--- config.mk ---
export PLATFORM = sky130hd
export DESIGN_NAME = tick_count_to_freq_text_unit
export DESIGN_NICKNAME = d
export VERILOG_FILES = /design/src/rtl/core/tcft_pkg.sv /design/src/rtl/core/tick_count_to_freq_text_unit.sv /design/src/rtl/core/tcft_divider.sv
export SDC_FILE = /design/constraint.sdc
export NUM_CORES = 1
export LEC_CHECK = 0
export ABC_AREA = 1
export CAP_MARGIN = 15
export CORE_MARGIN = 10
export CORE_UTILIZATION = 45
export DETAILED_ROUTE_END_ITERATION = 10
export DONT_BUFFER_PORTS = 1
export GPL_TIMING_DRIVEN = 0
export PLACE_DENSITY = 0.62
export SLEW_MARGIN = 15
export SYNTH_ARGS = -nofsm -noshare
export SYNTH_HDL_FRONTEND = slang
export SYNTH_SLANG_ARGS = --single-unit
--- constraint.sdc ---
create_clock -name i_clk -period 6.05 [get_ports i_clk]
set_input_delay 1.5125 -clock i_clk [delete_from_list [all_inputs] [get_ports i_clk]]
set_output_delay 1.5125 -clock i_clk [all_outputs]
set_load 0.02 [all_outputs]
--- src/rtl/core/tcft_pkg.sv ---
// ----------------------------------------------------------------------------
// tcft_pkg
// shared types, constants and text tables of the tick count to text unit
// ----------------------------------------------------------------------------
package tcft_pkg;

    localparam int DivWidth = 32;

    // register indexes on the configuration port
    localparam logic RegTicksPerUs = 1'b0;
    localparam logic RegCyclesK    = 1'b1;

    localparam logic [4:0]  HeadLen  = 5'd11;
    localparam logic [4:0]  TailLast = 5'd16;   // head length plus tail length minus one
    localparam logic [15:0] FreqMax  = 16'hFFFF;
    localparam logic [15:0] RecipTen = 16'hCCCD; // 2^19 / 10, rounded up
    localparam logic [7:0]  AsciiZero = 8'h30;

    typedef enum logic [2:0] {
        ST_IDLE,
        ST_DIV_PERIOD,
        ST_DIV_FREQ,
        ST_DIGITS,
        ST_EMIT
    } t_state;

    function automatic logic [7:0] head_char(input logic [3:0] idx);
        logic [7:0] ch;
        case (idx)
            4'd0:    ch = 8'h57; // W
            4'd1:    ch = 8'h44; // D
            4'd2:    ch = 8'h54; // T
            4'd3:    ch = 8'h20;
            4'd4:    ch = 8'h46; // F
            4'd5:    ch = 8'h52; // R
            4'd6:    ch = 8'h45; // E
            4'd7:    ch = 8'h51; // Q
            4'd8:    ch = 8'h20;
            4'd9:    ch = 8'h3D; // =
            default: ch = 8'h20;
        endcase
        return ch;
    endfunction

    function automatic logic [7:0] tail_char(input logic [2:0] idx);
        logic [7:0] ch;
        case (idx)
            3'd0:    ch = 8'h20;
            3'd1:    ch = 8'h6B; // k
            3'd2:    ch = 8'h48; // H
            3'd3:    ch = 8'h7A; // z
            3'd4:    ch = 8'h0D; // CR
            default: ch = 8'h0A; // LF
        endcase
        return ch;
    endfunction

endpackage

--- src/rtl/core/tick_count_to_freq_text_unit.sv ---
// ----------------------------------------------------------------------------
// tick_count_to_freq_text_unit
// turns one timer measurement into the text line "WDT FREQ = <n> kHz" CR LF
// ----------------------------------------------------------------------------
// One input word (overflow count, timer count) gives ticks = overflows*65536
// + timer. A shared 32-step restoring divider first forms the period in
// microseconds (ticks / ticks_per_microsecond, a zero divisor counts as 1),
// then the frequency in kHz (cycles_times_thousand / period), saturated at
// 65535; a zero period also gives 65535. Decimal digits come out one per
// cycle through a multiply by the reciprocal of ten. The text is then sent
// one byte per output word, 18 to 22 bytes, last_byte marking the final LF.
// An all-zero measurement is taken and produces nothing. The input stays
// stalled from an accepted word until the unit is back in idle: the period
// division, the frequency division (skipped for a zero period), the digit
// steps (up to 5 digits) and the text bytes, which wait while the output side
// stalls. The last byte sits in the output register while the next word is
// already accepted.
// Registers: 0x0 ticks_per_microsecond (7 bits, reset 16),
//            0x4 cycles_times_thousand (32 bits, reset 4096000).
// ----------------------------------------------------------------------------
module tick_count_to_freq_text_unit (
    input  logic        i_clk,
    input  logic        i_rst_n,
    // configuration port
    input  logic        psel,
    input  logic        penable,
    input  logic        pwrite,
    input  logic [2:0]  paddr,
    input  logic [31:0] pwdata,
    output logic [31:0] prdata,
    output logic        pready,
    // measurement word in
    input  logic        i_valid,
    output logic        o_stall,
    input  logic [7:0]  i_overflow_count,
    input  logic [15:0] i_timer_count,
    // text word out
    output logic        o_valid,
    input  logic        i_stall,
    output logic [7:0]  o_text_byte,
    output logic        o_last_byte
);
    import tcft_pkg::*;

    // configuration registers
    logic [6:0]  r_tpm;
    logic [31:0] r_ctk;

    logic cfg_wr;
    logic cfg_idx;
    assign cfg_wr  = psel && penable && pwrite;
    assign cfg_idx = paddr[2];
    assign pready  = 1'b1;

    always_ff @(posedge i_clk) begin
        if (!i_rst_n) begin
            r_tpm <= 7'd16;
            r_ctk <= 32'd4096000;
        end else if (cfg_wr) begin
            case (cfg_idx)
                RegTicksPerUs: r_tpm <= pwdata[6:0];
                RegCyclesK:    r_ctk <= pwdata;
                default:       r_ctk <= r_ctk;
            endcase
        end
    end

    always_comb begin
        case (cfg_idx)
            RegTicksPerUs: prdata = {25'd0, r_tpm};
            RegCyclesK:    prdata = r_ctk;
            default:       prdata = '0;
        endcase
    end

    // sequencer state
    t_state      r_state, n_state;
    logic [15:0] r_freq;
    logic [3:0]  r_digits [5];
    logic [2:0]  r_nd;
    logic [4:0]  r_k;
    logic        r_o_valid;
    logic [7:0]  r_o_byte;
    logic        r_o_last;

    logic accept;
    logic zero_meas;
    assign o_stall   = (r_state != ST_IDLE);
    assign accept    = i_valid && !o_stall;
    assign zero_meas = (i_overflow_count == 8'd0) && (i_timer_count == 16'd0);

    // shared divider hookup
    logic        div_start;
    logic [31:0] div_dividend;
    logic [31:0] div_divisor;
    logic        div_done;
    logic [31:0] div_quot;
    logic [6:0]  tpm_eff;

    assign tpm_eff = (r_tpm == 7'd0) ? 7'd1 : r_tpm;

    tcft_divider u_div (
        .i_clk      (i_clk),
        .i_rst_n    (i_rst_n),
        .i_start    (div_start),
        .i_dividend (div_dividend),
        .i_divisor  (div_divisor),
        .o_done     (div_done),
        .o_quotient (div_quot)
    );

    // period and frequency from the divider
    logic period_zero;
    logic [15:0] freq_sat;
    assign period_zero = (div_quot[23:0] == 24'd0);
    assign freq_sat    = (div_quot[31:16] != 16'd0) ? FreqMax : div_quot[15:0];

    // digit step: divide by ten via reciprocal multiply
    logic [31:0] prod;
    logic [12:0] q10;
    logic [15:0] rem10;
    assign prod  = r_freq * RecipTen;
    assign q10   = prod[31:19];
    assign rem10 = r_freq - {q10, 3'b000} - {2'b00, q10, 1'b0};

    // text byte at position r_k
    logic [4:0] digit_end;
    logic [4:0] dig_pos;
    logic [4:0] tail_pos;
    logic [7:0] cur_char;
    logic       cur_last;
    logic       out_load;

    always_comb begin
        digit_end = HeadLen + {2'b00, r_nd};
        dig_pos   = {2'b00, r_nd} + 5'd10 - r_k;
        tail_pos  = r_k - digit_end;
        if (r_k < HeadLen) begin
            cur_char = head_char(r_k[3:0]);
        end else if (r_k < digit_end) begin
            cur_char = AsciiZero + {4'd0, r_digits[dig_pos[2:0]]};
        end else begin
            cur_char = tail_char(tail_pos[2:0]);
        end
        cur_last = (r_k == (TailLast + {2'b00, r_nd}));
        out_load = (r_state == ST_EMIT) && (!r_o_valid || !i_stall);
    end

    // next state and divider requests
    always_comb begin
        n_state      = r_state;
        div_start    = 1'b0;
        div_dividend = {8'd0, i_overflow_count, i_timer_count};
        div_divisor  = {25'd0, tpm_eff};
        case (r_state)
            ST_IDLE: begin
                if (accept && !zero_meas) begin
                    div_start = 1'b1;
                    n_state   = ST_DIV_PERIOD;
                end
            end
            ST_DIV_PERIOD: begin
                div_dividend = r_ctk;
                div_divisor  = {8'd0, div_quot[23:0]};
                if (div_done) begin
                    if (period_zero) begin
                        n_state = ST_DIGITS;
                    end else begin
                        div_start = 1'b1;
                        n_state   = ST_DIV_FREQ;
                    end
                end
            end
            ST_DIV_FREQ: begin
                if (div_done) begin
                    n_state = ST_DIGITS;
                end
            end
            ST_DIGITS: begin
                if (q10 == 13'd0) begin
                    n_state = ST_EMIT;
                end
            end
            ST_EMIT: begin
                if (out_load && cur_last) begin
                    n_state = ST_IDLE;
                end
            end
            default: n_state = ST_IDLE;
        endcase
    end

    always_ff @(posedge i_clk) begin
        if (!i_rst_n) begin
            r_state <= ST_IDLE;
        end else begin
            r_state <= n_state;
        end
    end

    // datapath registers of the sequencer
    always_ff @(posedge i_clk) begin
        case (r_state)
            ST_DIV_PERIOD: begin
                r_nd <= 3'd0;
                if (div_done && period_zero) begin
                    r_freq <= FreqMax;
                end
            end
            ST_DIV_FREQ: begin
                r_nd <= 3'd0;
                if (div_done) begin
                    r_freq <= freq_sat;
                end
            end
            ST_DIGITS: begin
                r_digits[r_nd] <= rem10[3:0];
                r_nd           <= r_nd + 3'd1;
                r_freq         <= {3'd0, q10};
                r_k            <= 5'd0;
            end
            ST_EMIT: begin
                if (out_load) begin
                    r_k <= r_k + 5'd1;
                end
            end
            default: r_k <= 5'd0;
        endcase
    end

    // output register, holds while the far side stalls
    always_ff @(posedge i_clk) begin
        if (!i_rst_n) begin
            r_o_valid <= 1'b0;
        end else if (out_load) begin
            r_o_valid <= 1'b1;
        end else if (!i_stall) begin
            r_o_valid <= 1'b0;
        end
    end

    always_ff @(posedge i_clk) begin
        if (out_load) begin
            r_o_byte <= cur_char;
            r_o_last <= cur_last;
        end
    end

    assign o_valid     = r_o_valid;
    assign o_text_byte = r_o_byte;
    assign o_last_byte = r_o_last;

endmodule

--- src/rtl/core/tcft_divider.sv ---
// ----------------------------------------------------------------------------
// tcft_divider
// restoring divider, one quotient bit per cycle, shared by both divisions
// ----------------------------------------------------------------------------
module tcft_divider (
    input  logic                         i_clk,
    input  logic                         i_rst_n,
    input  logic                         i_start,
    input  logic [tcft_pkg::DivWidth-1:0] i_dividend,
    input  logic [tcft_pkg::DivWidth-1:0] i_divisor,
    output logic                         o_done,
    output logic [tcft_pkg::DivWidth-1:0] o_quotient
);
    import tcft_pkg::*;

    logic                r_busy;
    logic [4:0]          r_cnt;
    logic [DivWidth-1:0] r_rem;
    logic [DivWidth-1:0] r_quot;
    logic [DivWidth-1:0] r_div;

    logic [DivWidth:0]   rem_sh;
    logic                ge;
    logic [DivWidth:0]   rem_sub;

    always_comb begin
        rem_sh  = {r_rem, r_quot[DivWidth-1]};
        ge      = (rem_sh >= {1'b0, r_div});
        rem_sub = rem_sh - {1'b0, r_div};
    end

    always_ff @(posedge i_clk) begin
        if (!i_rst_n) begin
            r_busy <= 1'b0;
            r_cnt  <= '0;
        end else if (i_start) begin
            r_busy <= 1'b1;
            r_cnt  <= 5'd31;
        end else if (r_busy) begin
            r_cnt <= r_cnt - 5'd1;
            if (r_cnt == 5'd0) begin
                r_busy <= 1'b0;
            end
        end
    end

    always_ff @(posedge i_clk) begin
        if (i_start) begin
            r_rem  <= '0;
            r_quot <= i_dividend;
            r_div  <= i_divisor;
        end else if (r_busy) begin
            r_rem  <= ge ? rem_sub[DivWidth-1:0] : rem_sh[DivWidth-1:0];
            r_quot <= {r_quot[DivWidth-2:0], ge};
        end
    end

    // quotient is complete once the last step has been written
    logic r_done;
    always_ff @(posedge i_clk) begin
        if (!i_rst_n) begin
            r_done <= 1'b0;
        end else begin
            r_done <= r_busy && (r_cnt == 5'd0) && !i_start;
        end
    end

    assign o_done     = r_done;
    assign o_quotient = r_quot;

endmodule

==> metrics.csv, run 1 <==
stage,metric,value,unit
worst_setup_path,CP Data Required Time,6230,ps
timing,Clock Skews,17.7,ps
worst_setup_path,R2R Setup Slk,200,ps
clock_tree,Root Buffer,clkbuf_16,
worst_setup_path,Worst path top cell family by delay,adder cells,
run,Max-cap violations,0,
detailed_routing,Routed Antenna Nets,0,
worst_setup_path,Startpoint Class,flip-flop,
clock_tree,clock-pin slew on the worst setup and hold paths,80,ps
clock_tree,CTS Hold Bufs,0,
synth,Yosys Warn Count,0,
synth,synthesized netlist cell count,2150,
synth,Yosys top cell by area,edfxtp_1,
final_layout,nets,2509,
detailed_routing,DR pass1 iterations,5,
placement,GPL Wtd Cong,0.947,
worst_setup_path,critical path depth,23,
synth,post-synthesis sequential area ratio,0.305,
timing,Worst Tran Pin Value,934,ps
worst_setup_path,R2R Path End,r_digits[4][3]$_DFFE_PP_,
global_routing,initial antenna violation count,1,
synth,"Distinct cells, synth",60,
clock_tree,htree depth,4,
run_status,status,completed,
worst_setup_path,Crit path top cell by count,fa_1,
worst_setup_path,worst r2r src,r_freq[7]$_DFFE_PP_,
timing,"Setup violations, final",0,
detailed_routing,DR DRC count,0,
floorplanning,CORE AREA,35800,um^2
timing,crit path time final,5850,ps
final_layout,area occupied by multi-input gates,9720,um^2
floorplanning,Initial Util,0.459,
worst_setup_path,end of the critical path,r_digits[4][3]$_DFFE_PP_,
synth,Synth top area share,0.197,
placement,Post-Place Worst Slack,-258,ps
hold_path,Hold/Removal Path Class,flip-flop to flip-flop,
detailed_routing,drt total wl,45200,um
floorplanning,die height,211,um
global_routing,pin count of the biggest net entering global routing,34,
synth,ys flop type,edfxtp_1,
detailed_routing,1st-iter DRT viols,1001,
timing,Tcrit/Tclk final,0.967,
timing,"Slew Viols, Final",0,
final_layout,antenna cell count,0,
timing,fmax,0.171,GHz
placement,hpwl dp,37400,um
floorplanning,Die Width,211,um
timing,slew margin rel.,0.372,
final_layout,"Core Util, Final",0.502,
clock_tree,CTS tree,done,
global_routing,first-pass GRT wire length,71800,um
worst_setup_path,WP buf/inv,6,
detailed_routing,Via density,5.17,
final_layout,fillers,3518,
synth,syn nets,2469,
synth,Synth Area per Inst,7.65,um^2
floorplanning,full die area,44600,um^2
timing,Fin. Hold Viols,0,
worst_setup_path,Setup CP Type,flip-flop to flip-flop,
clock_tree,Clock Sinks,197,
synth,"EDFF count, synth",108,
worst_setup_path,delay of the slowest cell on the worst path,630,ps
worst_setup_path,crit path launch,r_freq[7]$_DFFE_PP_,
synth,Yosys reg bits,197,
final_layout,post-route cell area,18000,um^2
synth,"Cell Area, Synth",16500,um^2
placement,IO buf count,0,
final_layout,fraction of layout cells with a size suffix above 1,0.0722,
clock_tree,total CTS buffers,17,
synth,Post-synth ARST share,0,
final_layout,Register Area,5020,um^2
clock_tree,Worst-Skew Late Latency,440,ps
placement,DP Area,17100,um^2
worst_setup_path,CP arrival,6030,ps
detailed_routing,wire per inst,17.0,um
synth,Synth top cells by count,"nand2_1, inv_1, nor2_1",
global_routing,gr usage total,0.202,
clock_tree,Clock Path Buffers,2,
floorplanning,Site Rows,69,
synth,main area contributors after synthesis,"edfxtp_1, ha_1, dfxtp_1",
worst_setup_path,Setup crit end kind,flip-flop,
worst_setup_path,"Cell Chain, Critical Path",buf_6 -> ha_1 -> inv_2 -> fa_1 -> inv_1 -> fa_1 -> fa_1 -> fa_1 -> fa_1 -> ha_4 -> nand2_4 -> inv_1 -> a21oi_2 -> nand2_2 -> inv_2 -> nand2_1 -> nand2_1 -> nand2_2 -> ha_1 -> xor2_1 -> xor2_1 -> xnor2_1 -> inv_2,
global_routing,gr ovfl total,0,
worst_setup_path,reg2reg path depth,23,
worst_setup_path,CP max stage cell,fa_1,
detailed_routing,via count,13785,
timing,Final WS setup,202,ps
synth,"count leader, synth",nand2_1,
timing,Setup TNS Final,0,ps
worst_setup_path,largest fanout on the critical path,5,
floorplanning,count of boundary I/O pins,110,
final_layout,Layout area overhead,9.32,%
global_routing,vias in the first global route,13471,
sequential cells by signal (all words and copies together) (netlist names), named ones only:
signal	cells
o_text_byte	7
o_valid	1
u_div.r_rem	32
u_div.r_cnt	5
r_ctk	32
r_digits	20
u_div.o_done	1
u_div.r_div	24
r_state	3
u_div.r_busy	1
r_nd	3
o_last_byte	1
r_freq	16
r_tpm	7
u_div.o_quotient	32
r_k	5
kinds of logic after synthesis:
family                     synth area share
AOI/OAI and AO/OA                     0.107
xor gates and xnor gates             0.0218
adders and majority gates             0.229
buffers and inverters                 0.114
DFF                                   0.305
muxes                               0.00259
other                              0.000456
and+or+nand+nor                       0.219
tightest hold or removal path, cell delays in order (launching register included):
cell and delay (ps):
dfxtp_1 330, nand2_1 60, o21ai_1 50
per-stage QoR:
stage	cells	hold slack, ps
floorplan	2150	444
global placement	2611	462
detailed placement	2612	465
CTS	2657	477
global route	2664	497
finish	2664	475
what timing repair did:
action,4_1_cts,5_1_grt
gates resized for setup,7,31
setup endpoints to repair,11,15
setup buffers,13,7
pin swaps,3,17
cells in the final DEF (no fill, tap or decap), types with 7 or more instances in the layout:
cell type,Yosys,final
a21oi_1,80,76
a31oi_1,29,29
a32o_1,7,7
buf_2,10,10
buf_4,2,21
clkbuf_1,30,31
clkbuf_16,0,17
dfxtp_1,89,89
edfxtp_1,108,108
fa_1,81,80
ha_1,172,164
ha_4,0,7
inv_1,423,417
inv_2,12,18
nand2_1,469,461
nand2_2,9,16
nand3_1,64,63
nand3_2,6,7
nand4_1,24,24
nor2_1,242,237
nor2_2,6,9
nor2_4,5,7
nor3_1,16,15
o211ai_1,14,14
o21ai_0,109,109
o21ai_1,22,22
o22ai_1,7,7
xnor2_1,22,21
xor2_1,19,19
layer usage:
| layer | global-route usage | part of all wire |
|---|---|---|
| met5 | 0 | 0 |
| met4 | 0.0395 | 0.011 |
| met3 | 0.0453 | 0.077 |
| met2 | 0.307 | 0.43 |
| met1 | 0.288 | 0.48 |
cell type report:
cell class,instances,share of cell area
Tap cell,461,0.0321
Clock buffer,18,0.0239
Sequential cell,197,0.279
Inverter,437,0.0912
Buffer,49,0.0135
Multi-Input combinational cell,1467,0.540
Clock inverter,14,0.0100
Timing Repair Buffer,21,0.00967
worst min path at each step:
stage | depth (start not counted) | endpoint | slack [ps] | startpoint
after global routing | 2 | u_div.r_rem[21]$_SDFFE_PP0P_ | 500 | u_div.r_rem[21]$_SDFFE_PP0P_
after floorplan | 2 | u_div.r_rem[10]$_SDFFE_PP0P_ | 440 | u_div.r_rem[10]$_SDFFE_PP0P_
after detailed placement | 2 | u_div.r_rem[6]$_SDFFE_PP0P_ | 460 | u_div.r_rem[6]$_SDFFE_PP0P_
after global placement | 2 | u_div.r_rem[4]$_SDFFE_PP0P_ | 460 | u_div.r_rem[4]$_SDFFE_PP0P_
final | 2 | u_div.r_rem[3]$_SDFFE_PP0P_ | 480 | u_div.r_rem[3]$_SDFFE_PP0P_
after CTS | 2 | u_div.r_rem[6]$_SDFFE_PP0P_ | 480 | u_div.r_rem[6]$_SDFFE_PP0P_
Power of run 1 is not shown: default switching activity piles up to over one toggle a cycle in this logic, so the estimate is an artifact.
==> inputs of run 2 (changes only) <==
- CORE_UTILIZATION: 45 -> 50
- PLACE_DENSITY: 0.62 -> 0.67
- SETUP_SLACK_MARGIN: not set -> 0.5
- clock period: 6.05 -> 7.01 ns (I/O delays scaled with it)
==> metrics.csv, run 2 (synthesized netlist as in run 1, its figures left out) <==
stage,metric,value,unit,change
clock_tree,Root Buffer,clkbuf_16,,
timing,Tcrit/Tclk final,0.881,,-0.0852
floorplanning,die height,201,um,-4.6%
final_layout,antenna cell count,0,,unchanged
floorplanning,Die Width,201,um,-4.6%
global_routing,pin count of the biggest net entering global routing,34,,unchanged
detailed_routing,via count,13959,,+1.3%
floorplanning,full die area,40600,um^2,-9.1%
final_layout,nets,2497,,-0.48%
detailed_routing,drt total wl,43600,um,-3.6%
clock_tree,Worst-Skew Late Latency,450,ps,about the same
detailed_routing,wire per inst,16.6,um,-2.5%
timing,slew margin rel.,0.366,,-0.00576
clock_tree,Clock Sinks,197,,unchanged
worst_setup_path,largest fanout on the critical path,5,,unchanged
global_routing,first-pass GRT wire length,71200,um,-0.85%
timing,final hold slack,478,ps,+2.51 ps
detailed_routing,Via density,5.30,,+2.5%
timing,"Slew Viols, Final",0,,unchanged
global_routing,vias in the first global route,13699,,+1.7%
timing,"Setup violations, final",0,,unchanged
placement,hpwl dp,36400,um,-2.5%
global_routing,gr usage total,0.215,,+0.0127
global_routing,gr ovfl total,0,,unchanged
worst_setup_path,Setup crit end kind,flip-flop,,
timing,fmax,0.162,GHz,-5.4%
timing,Clock Skews,22.7,ps,+5.03 ps
worst_setup_path,CP Data Required Time,7180,ps,+950 ps
clock_tree,htree depth,4,,unchanged
timing,Setup TNS Final,0,ps,unchanged
clock_tree,Clock Path Buffers,2,,unchanged
placement,IO buf count,0,,unchanged
detailed_routing,DR DRC count,0,,unchanged
run_status,status,completed,,
placement,DP Area,17000,um^2,-0.15%
final_layout,post-route cell area,17700,um^2,-1.5%
timing,unrepaired setup endpoints after global routing,false,,
final_layout,fraction of layout cells with a size suffix above 1,0.0534,,-0.0188
floorplanning,Site Rows,66,,-4.3%
clock_tree,clock-pin slew on the worst setup and hold paths,80,ps,about the same
worst_setup_path,CP arrival,6350,ps,+320 ps
run,Max-cap violations,0,,unchanged
final_layout,Layout area overhead,7.64,%,
global_routing,initial antenna violation count,0,,-1
detailed_routing,DR pass1 iterations,5,,unchanged
floorplanning,CORE AREA,32500,um^2,-9.2%
worst_setup_path,Startpoint Class,flip-flop,,
final_layout,"commonest cells after routing, fill and taps aside","nand2_1, inv_1, nor2_1, ha_1, o21ai_0",,
floorplanning,count of boundary I/O pins,110,,unchanged
worst_setup_path,Setup CP Type,flip-flop to flip-flop,,
timing,Worst Tran Pin Value,942,ps,+8.56 ps
clock_tree,CTS Hold Bufs,0,,unchanged
clock_tree,total CTS buffers,17,,unchanged
timing,Fin. Hold Viols,0,,unchanged
detailed_routing,1st-iter DRT viols,1224,,+22%
final_layout,fillers,3156,,-10%
timing,crit path time final,6180,ps,+331 ps
final_layout,"commonest non-fill, non-tap cell in the layout",nand2_1,,
clock_tree,CTS tree,done,,
detailed_routing,Routed Antenna Nets,0,,unchanged
placement,GPL Wtd Cong,0.990,,+4.5%
floorplanning,Initial Util,0.506,,+0.0465
hold_path,Hold/Removal Path Class,flip-flop to flip-flop,,
-- run 2: area by class of cell --
| class | instances | area (um^2) | area share |
|---|---|---|---|
| plain buffers | 49 | 243 | 0.0137 |
| clock buffers | 18 | 429 | 0.0242 |
| clock inverters | 14 | 175 | 0.00989 |
| inverters | 437 | 1640 | 0.0926 |
| multi-input cells | 1467 | 9570 | 0.540 |
| flip-flops and latches | 197 | 5020 | 0.284 |
| well taps | 442 | 553 | 0.0312 |
| repair buffers | 9 | 80.1 | 0.00452 |
-- run 2: repair_timing --
item,CTS,global route
endpoints found under the setup margin,0,8
buffers inserted,0,8
gates resized for setup,0,3
-- run 2: final timing paths --
kind	depth (start not counted)	from	endpoint	slack, ps
worst max-delay path	25	r_freq[2]$_DFFE_PP_	r_digits[4][3]$_DFFE_PP_	830
worst min-delay path	2	u_div.r_rem[16]$_SDFFE_PP0P_	u_div.r_rem[16]$_SDFFE_PP0P_	480
worst max register to register	25	r_freq[2]$_DFFE_PP_	r_digits[4][3]$_DFFE_PP_	830
worst min register to register	2	u_div.r_rem[16]$_SDFFE_PP0P_	u_div.r_rem[16]$_SDFFE_PP0P_	480
-- run 2: layer usage --
layer / vias up / global-route usage / wire [um]
li1: 6913 / - / -
met1: 6532 / 0.299 / 20400
met2: 469 / 0.339 / 19300
met3: 45 / 0.0421 / 3380
met4: 0 / 0.0438 / 594
met5: - / 0 / 0
-- run 2: stage by stage --
stage,instances,setup WS [ps],util
global placement,2592,783,0.523
floorplan,2150,1440,-
detailed placement,2593,706,0.523
finish,2633,831,0.544
CTS,2625,679,0.542
global route,2633,512,0.544
-- run 2: critical path: stages, from the launching register on --
cell      delay, ps
edfxtp_1        510
buf_4           200
ha_1            360
xor2_1          170
ha_1            180
a21o_1          170
fa_1            510
fa_1            520
fa_1            540
inv_1            50
fa_1            530
inv_1            80
ha_1            330
nand2_1         110
nor2_2          170
inv_1           100
nor3_1          150
nand2_1         120
nand2_1          90
nand2_1          60
nand2_2         130
ha_1            180
xor2_1          170
xor2_1          180
xnor2_1         150
inv_1           120
Power of run 2 is left out for the same reason.
